===== src/rtl/zled_pkg.sv =====
// shared types and constants of the archive entry deframer
package zled_pkg;

  localparam int unsigned SigLen = 4;
  localparam int unsigned HeaderLen = 26;
  localparam int unsigned DescLen = 12;

  localparam logic [7:0] SIG_P = 8'h50;
  localparam logic [7:0] SIG_K = 8'h4b;

  // signature bytes, index 0 first on the wire
  localparam logic [SigLen-1:0][7:0] HDR_SIG = {8'h04, 8'h03, SIG_K, SIG_P};
  localparam logic [SigLen-1:0][7:0] DESC_SIG = {8'h08, 8'h07, SIG_K, SIG_P};

  // byte kind codes
  localparam logic [2:0] KIND_HEADER = 3'd0;
  localparam logic [2:0] KIND_NAME = 3'd1;
  localparam logic [2:0] KIND_EXTRA = 3'd2;
  localparam logic [2:0] KIND_DATA = 3'd3;
  localparam logic [2:0] KIND_DESC = 3'd4;

  typedef struct packed {
    logic [15:0] method;
    logic [15:0] flags;
    logic [31:0] crc;
    logic [31:0] csize;
    logic [31:0] size;
    logic [15:0] name_len;
    logic [15:0] extra_len;
  } summary_t;

  // all results caused by one input word
  typedef struct packed {
    logic [2:0] cnt;
    logic [SigLen-1:0][7:0] bytes;
    logic [2:0] kind;
    logic done;
    summary_t info;
  } group_t;

endpackage


===== src/rtl/zled_ifs.sv =====
// stream channel interfaces: raw archive words and tagged result words
interface zled_raw_if;
  logic valid;
  logic ready;
  logic [7:0] in_byte;

  modport source (output valid, output in_byte, input ready);
  modport sink (input valid, input in_byte, output ready);
  modport mon (input valid, input in_byte, input ready);
endinterface

interface zled_res_if;
  logic valid;
  logic ready;
  logic [7:0] out_byte;
  logic [2:0] byte_kind;
  logic last_of_run;
  logic file_done;
  logic [15:0] compression_method;
  logic [15:0] flag_bits;
  logic [31:0] crc_value;
  logic [31:0] compressed_size;
  logic [31:0] plain_size;
  logic [15:0] name_length;
  logic [15:0] extra_length;

  modport source (output valid, output out_byte, output byte_kind, output last_of_run,
                  output file_done, output compression_method, output flag_bits,
                  output crc_value, output compressed_size, output plain_size,
                  output name_length, output extra_length, input ready);
  modport sink (input valid, input out_byte, input byte_kind, input last_of_run,
                input file_done, input compression_method, input flag_bits,
                input crc_value, input compressed_size, input plain_size,
                input name_length, input extra_length, output ready);
  modport mon (input valid, input out_byte, input byte_kind, input last_of_run,
               input file_done, input compression_method, input flag_bits,
               input crc_value, input compressed_size, input plain_size,
               input name_length, input extra_length, input ready);
endinterface


===== src/rtl/zled_parser.sv =====
// input register, parse state and per-word result group generation
module zled_parser (
  input  logic clk,
  input  logic rst,
  zled_raw_if.sink raw,
  output logic grp_valid,
  output zled_pkg::group_t grp,
  input  logic grp_ready
);
  import zled_pkg::*;

  typedef enum logic [2:0] {
    MODE_HUNT    = 3'd0,
    MODE_HEADER  = 3'd1,
    MODE_NAME    = 3'd2,
    MODE_EXTRA   = 3'd3,
    MODE_SIZED   = 3'd4,
    MODE_UNSIZED = 3'd5,
    MODE_DESC    = 3'd6
  } mode_t;

  typedef struct packed {
    mode_t mode;
    logic [31:0] left;
    logic done;
  } run_t;

  // next run after the header or after a finished name or extra run
  function automatic run_t pick_run(mode_t from, logic [15:0] nl, logic [15:0] el,
                                    logic flag3, logic [31:0] cs);
    run_t r;
    r.mode = MODE_HUNT;
    r.left = '0;
    r.done = 1'b0;
    if (from == MODE_HEADER && nl != '0) begin
      r.mode = MODE_NAME;
      r.left = {16'd0, nl};
    end else if ((from == MODE_HEADER || from == MODE_NAME) && el != '0) begin
      r.mode = MODE_EXTRA;
      r.left = {16'd0, el};
    end else if (flag3) begin
      r.mode = MODE_UNSIZED;
    end else if (cs != '0) begin
      r.mode = MODE_SIZED;
      r.left = cs;
    end else begin
      r.done = 1'b1;
    end
    return r;
  endfunction

  function automatic logic [31:0] set_byte(logic [31:0] w, logic [1:0] idx, logic [7:0] b);
    logic [31:0] r;
    r = w;
    r[idx*8 +: 8] = b;
    return r;
  endfunction

  logic a_valid;
  logic [7:0] a_byte;
  logic a_fire;

  mode_t mode, mode_next;
  logic [1:0] mc, mc_next;
  logic [4:0] fc, fc_next;
  logic [31:0] left, left_next, left_dec;
  logic [15:0] flags, flags_next, method, method_next, nlen, nlen_next, elen, elen_next;
  logic [31:0] crc, crc_next, csize, csize_next, size, size_next;
  logic [4:0] off;
  logic done;
  run_t run;
  logic [2:0] cnt;
  logic [2:0] kind;
  logic [SigLen-1:0][7:0] sig_bytes;

  always_comb begin
    mode_next = mode;
    mc_next = mc;
    fc_next = fc;
    left_next = left;
    flags_next = flags;
    method_next = method;
    nlen_next = nlen;
    elen_next = elen;
    crc_next = crc;
    csize_next = csize;
    size_next = size;
    done = 1'b0;
    cnt = 3'd0;
    kind = KIND_HEADER;
    off = 5'd0;
    run = '{mode: MODE_HUNT, left: '0, done: 1'b0};
    left_dec = (left != '0) ? left - 32'd1 : left;
    sig_bytes = HDR_SIG;

    unique case (mode)
      MODE_HEADER: begin
        cnt = 3'd1;
        sig_bytes[0] = a_byte;
        // two-byte fields start on an even offset, so bit 0 picks the byte
        case (fc) inside
          5'd2, 5'd3: flags_next[{fc[0], 3'b000} +: 8] = a_byte;
          5'd4, 5'd5: method_next[{fc[0], 3'b000} +: 8] = a_byte;
          [5'd10:5'd13]: begin
            off = fc - 5'd10;
            crc_next = set_byte(crc, off[1:0], a_byte);
          end
          [5'd14:5'd17]: begin
            off = fc - 5'd14;
            csize_next = set_byte(csize, off[1:0], a_byte);
          end
          [5'd18:5'd21]: begin
            off = fc - 5'd18;
            size_next = set_byte(size, off[1:0], a_byte);
          end
          5'd22, 5'd23: nlen_next[{fc[0], 3'b000} +: 8] = a_byte;
          5'd24, 5'd25: elen_next[{fc[0], 3'b000} +: 8] = a_byte;
          default: ;
        endcase
        if (fc >= 5'(HeaderLen - 1)) begin
          fc_next = 5'd0;
          run = pick_run(MODE_HEADER, nlen_next, elen_next, flags_next[3], csize_next);
          mode_next = run.mode;
          left_next = run.left;
          mc_next = 2'd0;
          done = run.done;
        end else begin
          fc_next = fc + 5'd1;
        end
      end
      MODE_NAME, MODE_EXTRA, MODE_SIZED: begin
        cnt = 3'd1;
        sig_bytes[0] = a_byte;
        kind = (mode == MODE_NAME) ? KIND_NAME :
               (mode == MODE_EXTRA) ? KIND_EXTRA : KIND_DATA;
        left_next = left_dec;
        if (left_dec == '0) begin
          if (mode == MODE_SIZED) begin
            done = 1'b1;
          end else begin
            run = pick_run(mode, nlen, elen, flags[3], csize);
            mode_next = run.mode;
            left_next = run.left;
            mc_next = 2'd0;
            done = run.done;
          end
        end
      end
      MODE_UNSIZED: begin
        // held bytes are always the matched prefix of the descriptor signature
        sig_bytes = DESC_SIG;
        sig_bytes[mc] = a_byte;
        kind = KIND_DATA;
        if (a_byte == DESC_SIG[mc]) begin
          if (mc == 2'(SigLen - 1)) begin
            cnt = 3'(SigLen);
            kind = KIND_DESC;
            mc_next = 2'd0;
            fc_next = 5'd0;
            mode_next = MODE_DESC;
          end else begin
            mc_next = mc + 2'd1;
          end
        end else if (a_byte == SIG_P) begin
          cnt = {1'b0, mc};
          mc_next = 2'd1;
        end else begin
          cnt = {1'b0, mc} + 3'd1;
          mc_next = 2'd0;
        end
      end
      MODE_DESC: begin
        cnt = 3'd1;
        sig_bytes[0] = a_byte;
        kind = KIND_DESC;
        if (fc <= 5'd3) begin
          crc_next = set_byte(crc, fc[1:0], a_byte);
        end else if (fc <= 5'd7) begin
          csize_next = set_byte(csize, fc[1:0], a_byte);
        end else begin
          size_next = set_byte(size, fc[1:0], a_byte);
        end
        if (fc >= 5'(DescLen - 1)) begin
          fc_next = 5'd0;
          done = 1'b1;
        end else begin
          fc_next = fc + 5'd1;
        end
      end
      default: begin
        // hunting, and any unused mode code
        if (a_byte == HDR_SIG[mc]) begin
          if (mc == 2'(SigLen - 1)) begin
            cnt = 3'(SigLen);
            mc_next = 2'd0;
            fc_next = 5'd0;
            mode_next = MODE_HEADER;
          end else begin
            mc_next = mc + 2'd1;
          end
        end else begin
          mc_next = (a_byte == SIG_P) ? 2'd1 : 2'd0;
        end
      end
    endcase

    if (done) begin
      mode_next = MODE_HUNT;
      mc_next = 2'd0;
      fc_next = 5'd0;
      left_next = '0;
    end
  end

  assign grp_valid = a_valid && (cnt != 3'd0);
  assign a_fire = a_valid && (grp_ready || cnt == 3'd0);
  assign raw.ready = !a_valid || a_fire;

  always_comb begin
    grp.cnt = cnt;
    grp.bytes = sig_bytes;
    grp.kind = kind;
    grp.done = done;
    grp.info.method = method_next;
    grp.info.flags = flags_next;
    grp.info.crc = crc_next;
    grp.info.csize = csize_next;
    grp.info.size = size_next;
    grp.info.name_len = nlen_next;
    grp.info.extra_len = elen_next;
  end

  always_ff @(posedge clk) begin
    if (rst) begin
      a_valid <= 1'b0;
      mode <= MODE_HUNT;
      mc <= 2'd0;
      fc <= 5'd0;
      left <= '0;
      flags <= '0;
      method <= '0;
      nlen <= '0;
      elen <= '0;
      crc <= '0;
      csize <= '0;
      size <= '0;
    end else begin
      if (raw.valid && raw.ready) begin
        a_valid <= 1'b1;
      end else if (a_fire) begin
        a_valid <= 1'b0;
      end
      if (a_fire) begin
        mode <= mode_next;
        mc <= mc_next;
        fc <= fc_next;
        left <= left_next;
        flags <= flags_next;
        method <= method_next;
        nlen <= nlen_next;
        elen <= elen_next;
        crc <= crc_next;
        csize <= csize_next;
        size <= size_next;
      end
    end
  end

  always_ff @(posedge clk) begin
    if (raw.valid && raw.ready) begin
      a_byte <= raw.in_byte;
    end
  end

endmodule


===== src/rtl/zled_emitter.sv =====
// result group register and word-by-word output serializer
module zled_emitter (
  input  logic clk,
  input  logic rst,
  input  logic grp_valid,
  input  zled_pkg::group_t grp,
  output logic grp_ready,
  zled_res_if.source res
);
  import zled_pkg::*;

  logic g_valid;
  group_t g;
  logic [1:0] idx;
  logic last;
  logic fire;
  logic show;

  assign last = ({1'b0, idx} == g.cnt - 3'd1);
  assign fire = g_valid && res.ready;
  assign grp_ready = !g_valid || (res.ready && last);
  assign show = last && g.done;

  assign res.valid = g_valid;
  assign res.out_byte = g.bytes[idx];
  assign res.byte_kind = g.kind;
  assign res.last_of_run = last;
  assign res.file_done = show;
  assign res.compression_method = show ? g.info.method : '0;
  assign res.flag_bits = show ? g.info.flags : '0;
  assign res.crc_value = show ? g.info.crc : '0;
  assign res.compressed_size = show ? g.info.csize : '0;
  assign res.plain_size = show ? g.info.size : '0;
  assign res.name_length = show ? g.info.name_len : '0;
  assign res.extra_length = show ? g.info.extra_len : '0;

  always_ff @(posedge clk) begin
    if (rst) begin
      g_valid <= 1'b0;
      idx <= 2'd0;
    end else if (grp_valid && grp_ready) begin
      g_valid <= 1'b1;
      idx <= 2'd0;
    end else if (fire && last) begin
      g_valid <= 1'b0;
      idx <= 2'd0;
    end else if (fire) begin
      idx <= idx + 2'd1;
    end
  end

  always_ff @(posedge clk) begin
    if (grp_valid && grp_ready) begin
      g <= grp;
    end
  end

endmodule


===== src/rtl/zip_local_entry_deframer_top.sv =====
// a word is registered at the parser input, and its results are registered again in the emitter
// throughput: one input word per cycle while each word gives at most one result and the
// result stream is ready; a word with n results (up to four) holds the emitter until all
// n have left, so a following word with results of its own holds the input until then
// reset: synchronous active-high rst empties both stages and returns to hunting
// the parse fields (flags, sizes, lengths) come out of reset as zero
module zip_local_entry_deframer_top (
  input logic clk,
  input logic rst,
  zled_raw_if.sink raw,
  zled_res_if.source marked
);
  import zled_pkg::*;

  // parser to emitter: one group of results per input word that yields any
  logic grp_valid;
  logic grp_ready;
  group_t grp;

  // stage one: input register, signature hunt, header capture and run tagging
  zled_parser u_parser (
    .clk       (clk),
    .rst       (rst),
    .raw       (raw),
    .grp_valid (grp_valid),
    .grp       (grp),
    .grp_ready (grp_ready)
  );

  // stage two: holds the group and hands out its words one per cycle while the result
  // stream is ready, taking the next group on the same edge the last word leaves
  zled_emitter u_emitter (
    .clk       (clk),
    .rst       (rst),
    .grp_valid (grp_valid),
    .grp       (grp),
    .grp_ready (grp_ready),
    .res       (marked)
  );

endmodule


===== src/flat_wrapper.sv =====
// flat-port wrapper written by rule: the top's interface ports become plain ports
module zip_local_entry_deframer_top_flat import zled_pkg::*;
  (clk, rst, raw_valid, raw_in_byte, raw_ready, marked_valid, marked_out_byte, marked_byte_kind, marked_last_of_run, marked_file_done, marked_compression_method, marked_flag_bits, marked_crc_value, marked_compressed_size, marked_plain_size, marked_name_length, marked_extra_length, marked_ready);
  zled_raw_if raw_i ();
  zled_res_if marked_i ();
  input logic clk;
  input logic rst;
  input wire logic [$bits(raw_i.valid)-1:0] raw_valid;
  input wire logic [$bits(raw_i.in_byte)-1:0] raw_in_byte;
  output wire logic [$bits(raw_i.ready)-1:0] raw_ready;
  output wire logic [$bits(marked_i.valid)-1:0] marked_valid;
  output wire logic [$bits(marked_i.out_byte)-1:0] marked_out_byte;
  output wire logic [$bits(marked_i.byte_kind)-1:0] marked_byte_kind;
  output wire logic [$bits(marked_i.last_of_run)-1:0] marked_last_of_run;
  output wire logic [$bits(marked_i.file_done)-1:0] marked_file_done;
  output wire logic [$bits(marked_i.compression_method)-1:0] marked_compression_method;
  output wire logic [$bits(marked_i.flag_bits)-1:0] marked_flag_bits;
  output wire logic [$bits(marked_i.crc_value)-1:0] marked_crc_value;
  output wire logic [$bits(marked_i.compressed_size)-1:0] marked_compressed_size;
  output wire logic [$bits(marked_i.plain_size)-1:0] marked_plain_size;
  output wire logic [$bits(marked_i.name_length)-1:0] marked_name_length;
  output wire logic [$bits(marked_i.extra_length)-1:0] marked_extra_length;
  input wire logic [$bits(marked_i.ready)-1:0] marked_ready;
  assign raw_i.valid = raw_valid;
  assign raw_i.in_byte = raw_in_byte;
  assign raw_ready = raw_i.ready;
  assign marked_valid = marked_i.valid;
  assign marked_out_byte = marked_i.out_byte;
  assign marked_byte_kind = marked_i.byte_kind;
  assign marked_last_of_run = marked_i.last_of_run;
  assign marked_file_done = marked_i.file_done;
  assign marked_compression_method = marked_i.compression_method;
  assign marked_flag_bits = marked_i.flag_bits;
  assign marked_crc_value = marked_i.crc_value;
  assign marked_compressed_size = marked_i.compressed_size;
  assign marked_plain_size = marked_i.plain_size;
  assign marked_name_length = marked_i.name_length;
  assign marked_extra_length = marked_i.extra_length;
  assign marked_i.ready = marked_ready;
  zip_local_entry_deframer_top u_core (.clk(clk), .rst(rst), .raw(raw_i), .marked(marked_i));
endmodule

===== config.mk =====
export PLATFORM = sky130hd
export DESIGN_NAME = zip_local_entry_deframer_top_flat
export DESIGN_NICKNAME = d
export VERILOG_FILES = /design/src/rtl/zled_pkg.sv /design/src/rtl/zled_ifs.sv /design/src/rtl/zled_parser.sv /design/src/rtl/zled_emitter.sv /design/src/rtl/zip_local_entry_deframer_top.sv /design/src/flat_wrapper.sv
export SDC_FILE = /design/constraint.sdc
export NUM_CORES = 1
export LEC_CHECK = 0
export CAP_MARGIN = 5
export CORE_MARGIN = 1.5
export CORE_UTILIZATION = 40
export DETAILED_ROUTE_END_ITERATION = 6
export DONT_BUFFER_PORTS = 1
export PLACE_DENSITY = 0.52
export SLEW_MARGIN = 10
export SYNTH_ARGS = -nofsm -noshare
export SYNTH_HDL_FRONTEND = slang
export SYNTH_SLANG_ARGS = --single-unit

===== constraint.sdc =====
create_clock -name clk -period 12.8 [get_ports clk]
set_input_delay 1.28 -clock clk [delete_from_list [all_inputs] [get_ports clk]]
set_output_delay 1.28 -clock clk [all_outputs]
set_load 0.01 [all_outputs]

==> impl_metrics.csv <==
group,metric,value,unit
grt,groute.usage.overall,0.2555,
logic_synthesis,synth_cells,2328,
logic_synthesis,ys_warn_count,0,
final_layout,final_area,24250,sq um
worst_setup_path,reg2reg_setup_slack,6730,ps
logic_synthesis,synth_top_family_by_area,"simple AND/OR/NAND/NOR gates",
logic_synthesis,synth_compound_area_frac,0.1530,
logic_synthesis,yosys.area_share.xor_xnor,0.01143,
logic_synthesis,synth_fa_ha_area_frac,0.009011,
route,firstDrtPassIters,6,
final_layout,drive_gt1_frac,0.09978,
timing,finalHoldViolCount,0,
min_path,hold_depth,2,
final_layout,final_util,0.4410,
worst_setup_path,start_kind,"flop",
logic_synthesis,syn_avg_cell_area,9.544,sq um
job,maxCapViolCount,0,
final_layout,fin_nets,2245,
timing,setup_viol,0,
floorplanning,dieHeight,238.7,um
power,finalPower,2896,uW
logic_synthesis,ys.flop_type,"edfxtp_1",
clock_network,cts_resized,0,
grt,grt_pass1_wl,110500,um
floorplanning,die_x,238.7,um
floorplanning,start_util,0.4041,
min_path,hp-class,"flop to flop",
final_layout,mostFrequentLayoutCells,"nor2_1 (290), nand2_1 (208), edfxtp_1 (207), dfxtp_1 (206), and3_1 (183)",
worst_setup_path,crit_arrival,6570,ps
floorplanning,rows,86,
worst_setup_path,critPathCapture,"u_core.u_parser.nlen[9]",
clock_network,post_cts_buffers,0,
worst_setup_path,crit_required,13290,ps
clock_network,cts_buffer_depth,3,
route,wirelength,74920,um
grt,grt_antenna_before_repair,3,
run_status,status,"completed",
worst_setup_path,path_class,"flop to flop",
timing,tightestPinTransition,1174,ps
floorplanning,die_area,56970,sq um
timing,relSlewSlack,0.2104,
timing,finClkSkew,20.85,ps
worst_setup_path,crit_buf_inv,2,
final_layout,final_common_cell,"nor2_1",
placement,dp_hpwl,50840,um
placement,port_buffers,0,
route,postRouteAntennaNets,0,
worst_setup_path,regToRegStartpoint,"u_core.u_parser.a_byte[3]",
timing,rsz0062_at_grt,"no",
logic_synthesis,synth-async-reset-ratio,0,
worst_setup_path,cpPeakStageDelay,960,ps
worst_setup_path,path_cells,"or3_1 -> nor4_1 -> o21ai_0 -> a22o_1 -> a22o_1 -> a21boi_4 -> buf_4 -> buf_4 -> mux2i_1 -> nor2_1",
route,vias,18138,
logic_synthesis,synth_area_leaders,"edfxtp_1 (28%), dfxtp_1 (19%), mux2i_1 (6.8%)",
floorplanning,fp.coreArea,54990,sq um
power,power.density,119.4,nW/um^2
clock_network,root_buffer,"clkbuf_16",
route,routed_via_density,6.040,
final_layout,syn_to_final_growth,9.129,%
grt,gr-total-overflow,0,
logic_synthesis,synth_seq_cells,413,
worst_setup_path,critical_path_depth,10,
logic_synthesis,synth_top_area_frac,0.2798,
logic_synthesis,syn_nets,2356,
logic_synthesis,ys_seq_area_frac,0.4654,
placement,place_area,22680,sq um
worst_setup_path,crit_family,"compound AO/OA/AOI/OAI gates",
worst_setup_path,r2r_cells,10,
route,route.detailed.drc,0,
clock_network,cts_tree,"done",
clock_network,clock_sinks,413,
clock_network,path_clk_slew,70,ps
logic_synthesis,synth_top_area_cell,"edfxtp_1",
timing,whs,487.5,ps
logic_synthesis,synth_edf_count,207,
final_layout,antennaDiodeCount,0,
clock_network,cts_htree_levels,2,
worst_setup_path,timing.rr.end,"u_core.u_parser.nlen[9]",
worst_setup_path,slowest_stage,"nor4_1",
logic_synthesis,muxShareOfSynthArea,0.1136,
timing,fin_crit_sh,0.4746,
timing,tns,0,ps
power,ir_drop,0.00008925,V
timing,period_needed,6075,ps
timing,fmax,164.6,MHz
logic_synthesis,syn-cell-area,22220,sq um
logic_synthesis,synth_cell_types,80,
power,p_leak,0.009038,uW
grt,grt_start_max_net_pins,172,
clock_network,clock_latency,600,ps
route,wl_per_cell,24.95,um
clock_network,cts_buffers,46,
grt,grt_pass1_vias,17092,
worst_setup_path,endpoint_kind,"flop",
timing,final_max_slew_viol_count,0,
placement,routabilityCongestion,0.8981,
logic_synthesis,synth-simple-area-share,0.2052,
route,drtIter0Drc,1988,
floorplanning,boundaryPins,187,
worst_setup_path,crit_fanout,58,
worst_setup_path,worstSetupStartpoint,"u_core.u_parser.a_byte[3]",
clock_network,holdBufCountCts,0,
## logic make-up after synthesis
family,after synthesis
adder cells (fa/ha/maj),16
flip-flops,413
AO/OA/AOI/OAI,472
multiplexers,233
buffers and inverters,235
XOR/XNOR,29
AND/OR/NAND/NOR,930
## cells in the mapped netlist, types with 10 or more instances
cell type and instances:
xor2_1 13, or3_1 17, xnor2_1 16, a32oi_1 10, nor2b_1 20, buf_2 23
mux2i_1 152, inv_1 37, a311oi_1 24, a221o_1 19, o2bb2ai_1 21, a32o_1 17
a31oi_1 21, nand2_1 208, nand3_1 36, and2_1 22, nand4_1 10, clkbuf_1 157
nor3_1 48, edfxtp_1 207, nor2_1 292, buf_1 11, mux2_2 73, a21oi_1 87
and3_1 183, ha_1 16, nor4_1 32, o21ai_0 67, a22o_1 11, a211oi_1 19
o211ai_1 34, and4_1 10, a22oi_1 49, nand2b_1 21, dfxtp_1 206
## registers in the layout, summed over array words and instances (netlist names)
register	cells
u_core.u_parser.crc	32
u_core.u_parser.method	16
u_core.u_parser.mode	3
u_core.u_parser.nlen	16
u_core.u_parser.flags	16
u_core.u_parser.fc	5
u_core.u_emitter.idx	2
u_core.u_parser.a_valid	1
u_core.u_parser.csize	32
u_core.u_parser.elen	16
u_core.u_parser.size	32
u_core.u_parser.left	32
u_core.u_emitter.res.byte_kind	3
u_core.u_parser.mc	2
u_core.u_emitter.res.valid	1
u_core.u_parser.a_byte	8
u_core.u_emitter.g	196
## metrics by stage
stage          setup WS [ps]  cells
2_1_floorplan           1397   2328
3_3_place_gp            6776   2917
3_5_place_dp            6802   2917
4_1_cts                 6772   3003
5_1_grt                 6384   3003
6_report                6726   3003
## worst min-delay path by stage
stage	endpoint	startpoint	slack [ps]
after floorplan	u_core.u_parser.flags[0]	u_core.u_parser.flags[0]	450
after global placement	u_core.u_parser.method[1]	u_core.u_parser.method[1]	470
after detailed placement	u_core.u_parser.method[15]	u_core.u_parser.method[15]	480
after CTS	u_core.u_parser.method[15]	u_core.u_parser.method[15]	490
after global routing	u_core.u_parser.crc[22]	u_core.u_parser.crc[22]	520
final	u_core.u_parser.method[13]	u_core.u_parser.method[13]	490
## cell type report
type | instances | area [sq um]
fillers | 5243 | 30740
repair buffers | 38 | 289.0
multi-input cells | 1680 | 10970
clock buffers | 59 | 1271
clock inverters | 27 | 292.8
well taps | 748 | 935.9
flip-flops and latches | 413 | 10340
inverters | 38 | 142.6
## metal layers
layer,share of wire,wire length (um),up-vias,track usage
met5,0.00017,13,-,0
met4,0.031,2347,2,0.08132
met3,0.072,5400,117,0.05046
met2,0.45,33720,666,0.4006
met1,0.45,33440,8936,0.3535
li1,-,-,8417,-
## report_power, final
group / internal (uW) / leakage, uW / switching, uW
clock: 809 / 0.000780 / 574
combinational: 37.2 / 0.00491 / 78.8
sequential: 1390 / 0.00335 / 9.37
## worst register-to-register path: cells and delay by family (launching register included)
| family | cells | cell delay [ps] |
|---|---|---|
| buf+inv | 2 | 1670 |
| mux | 1 | 400 |
| flops | 1 | 680 |
| compound gates | 4 | 1730 |
| simple gates | 3 | 1510 |
No activity file was read; power rests on OpenSTA's default activity.
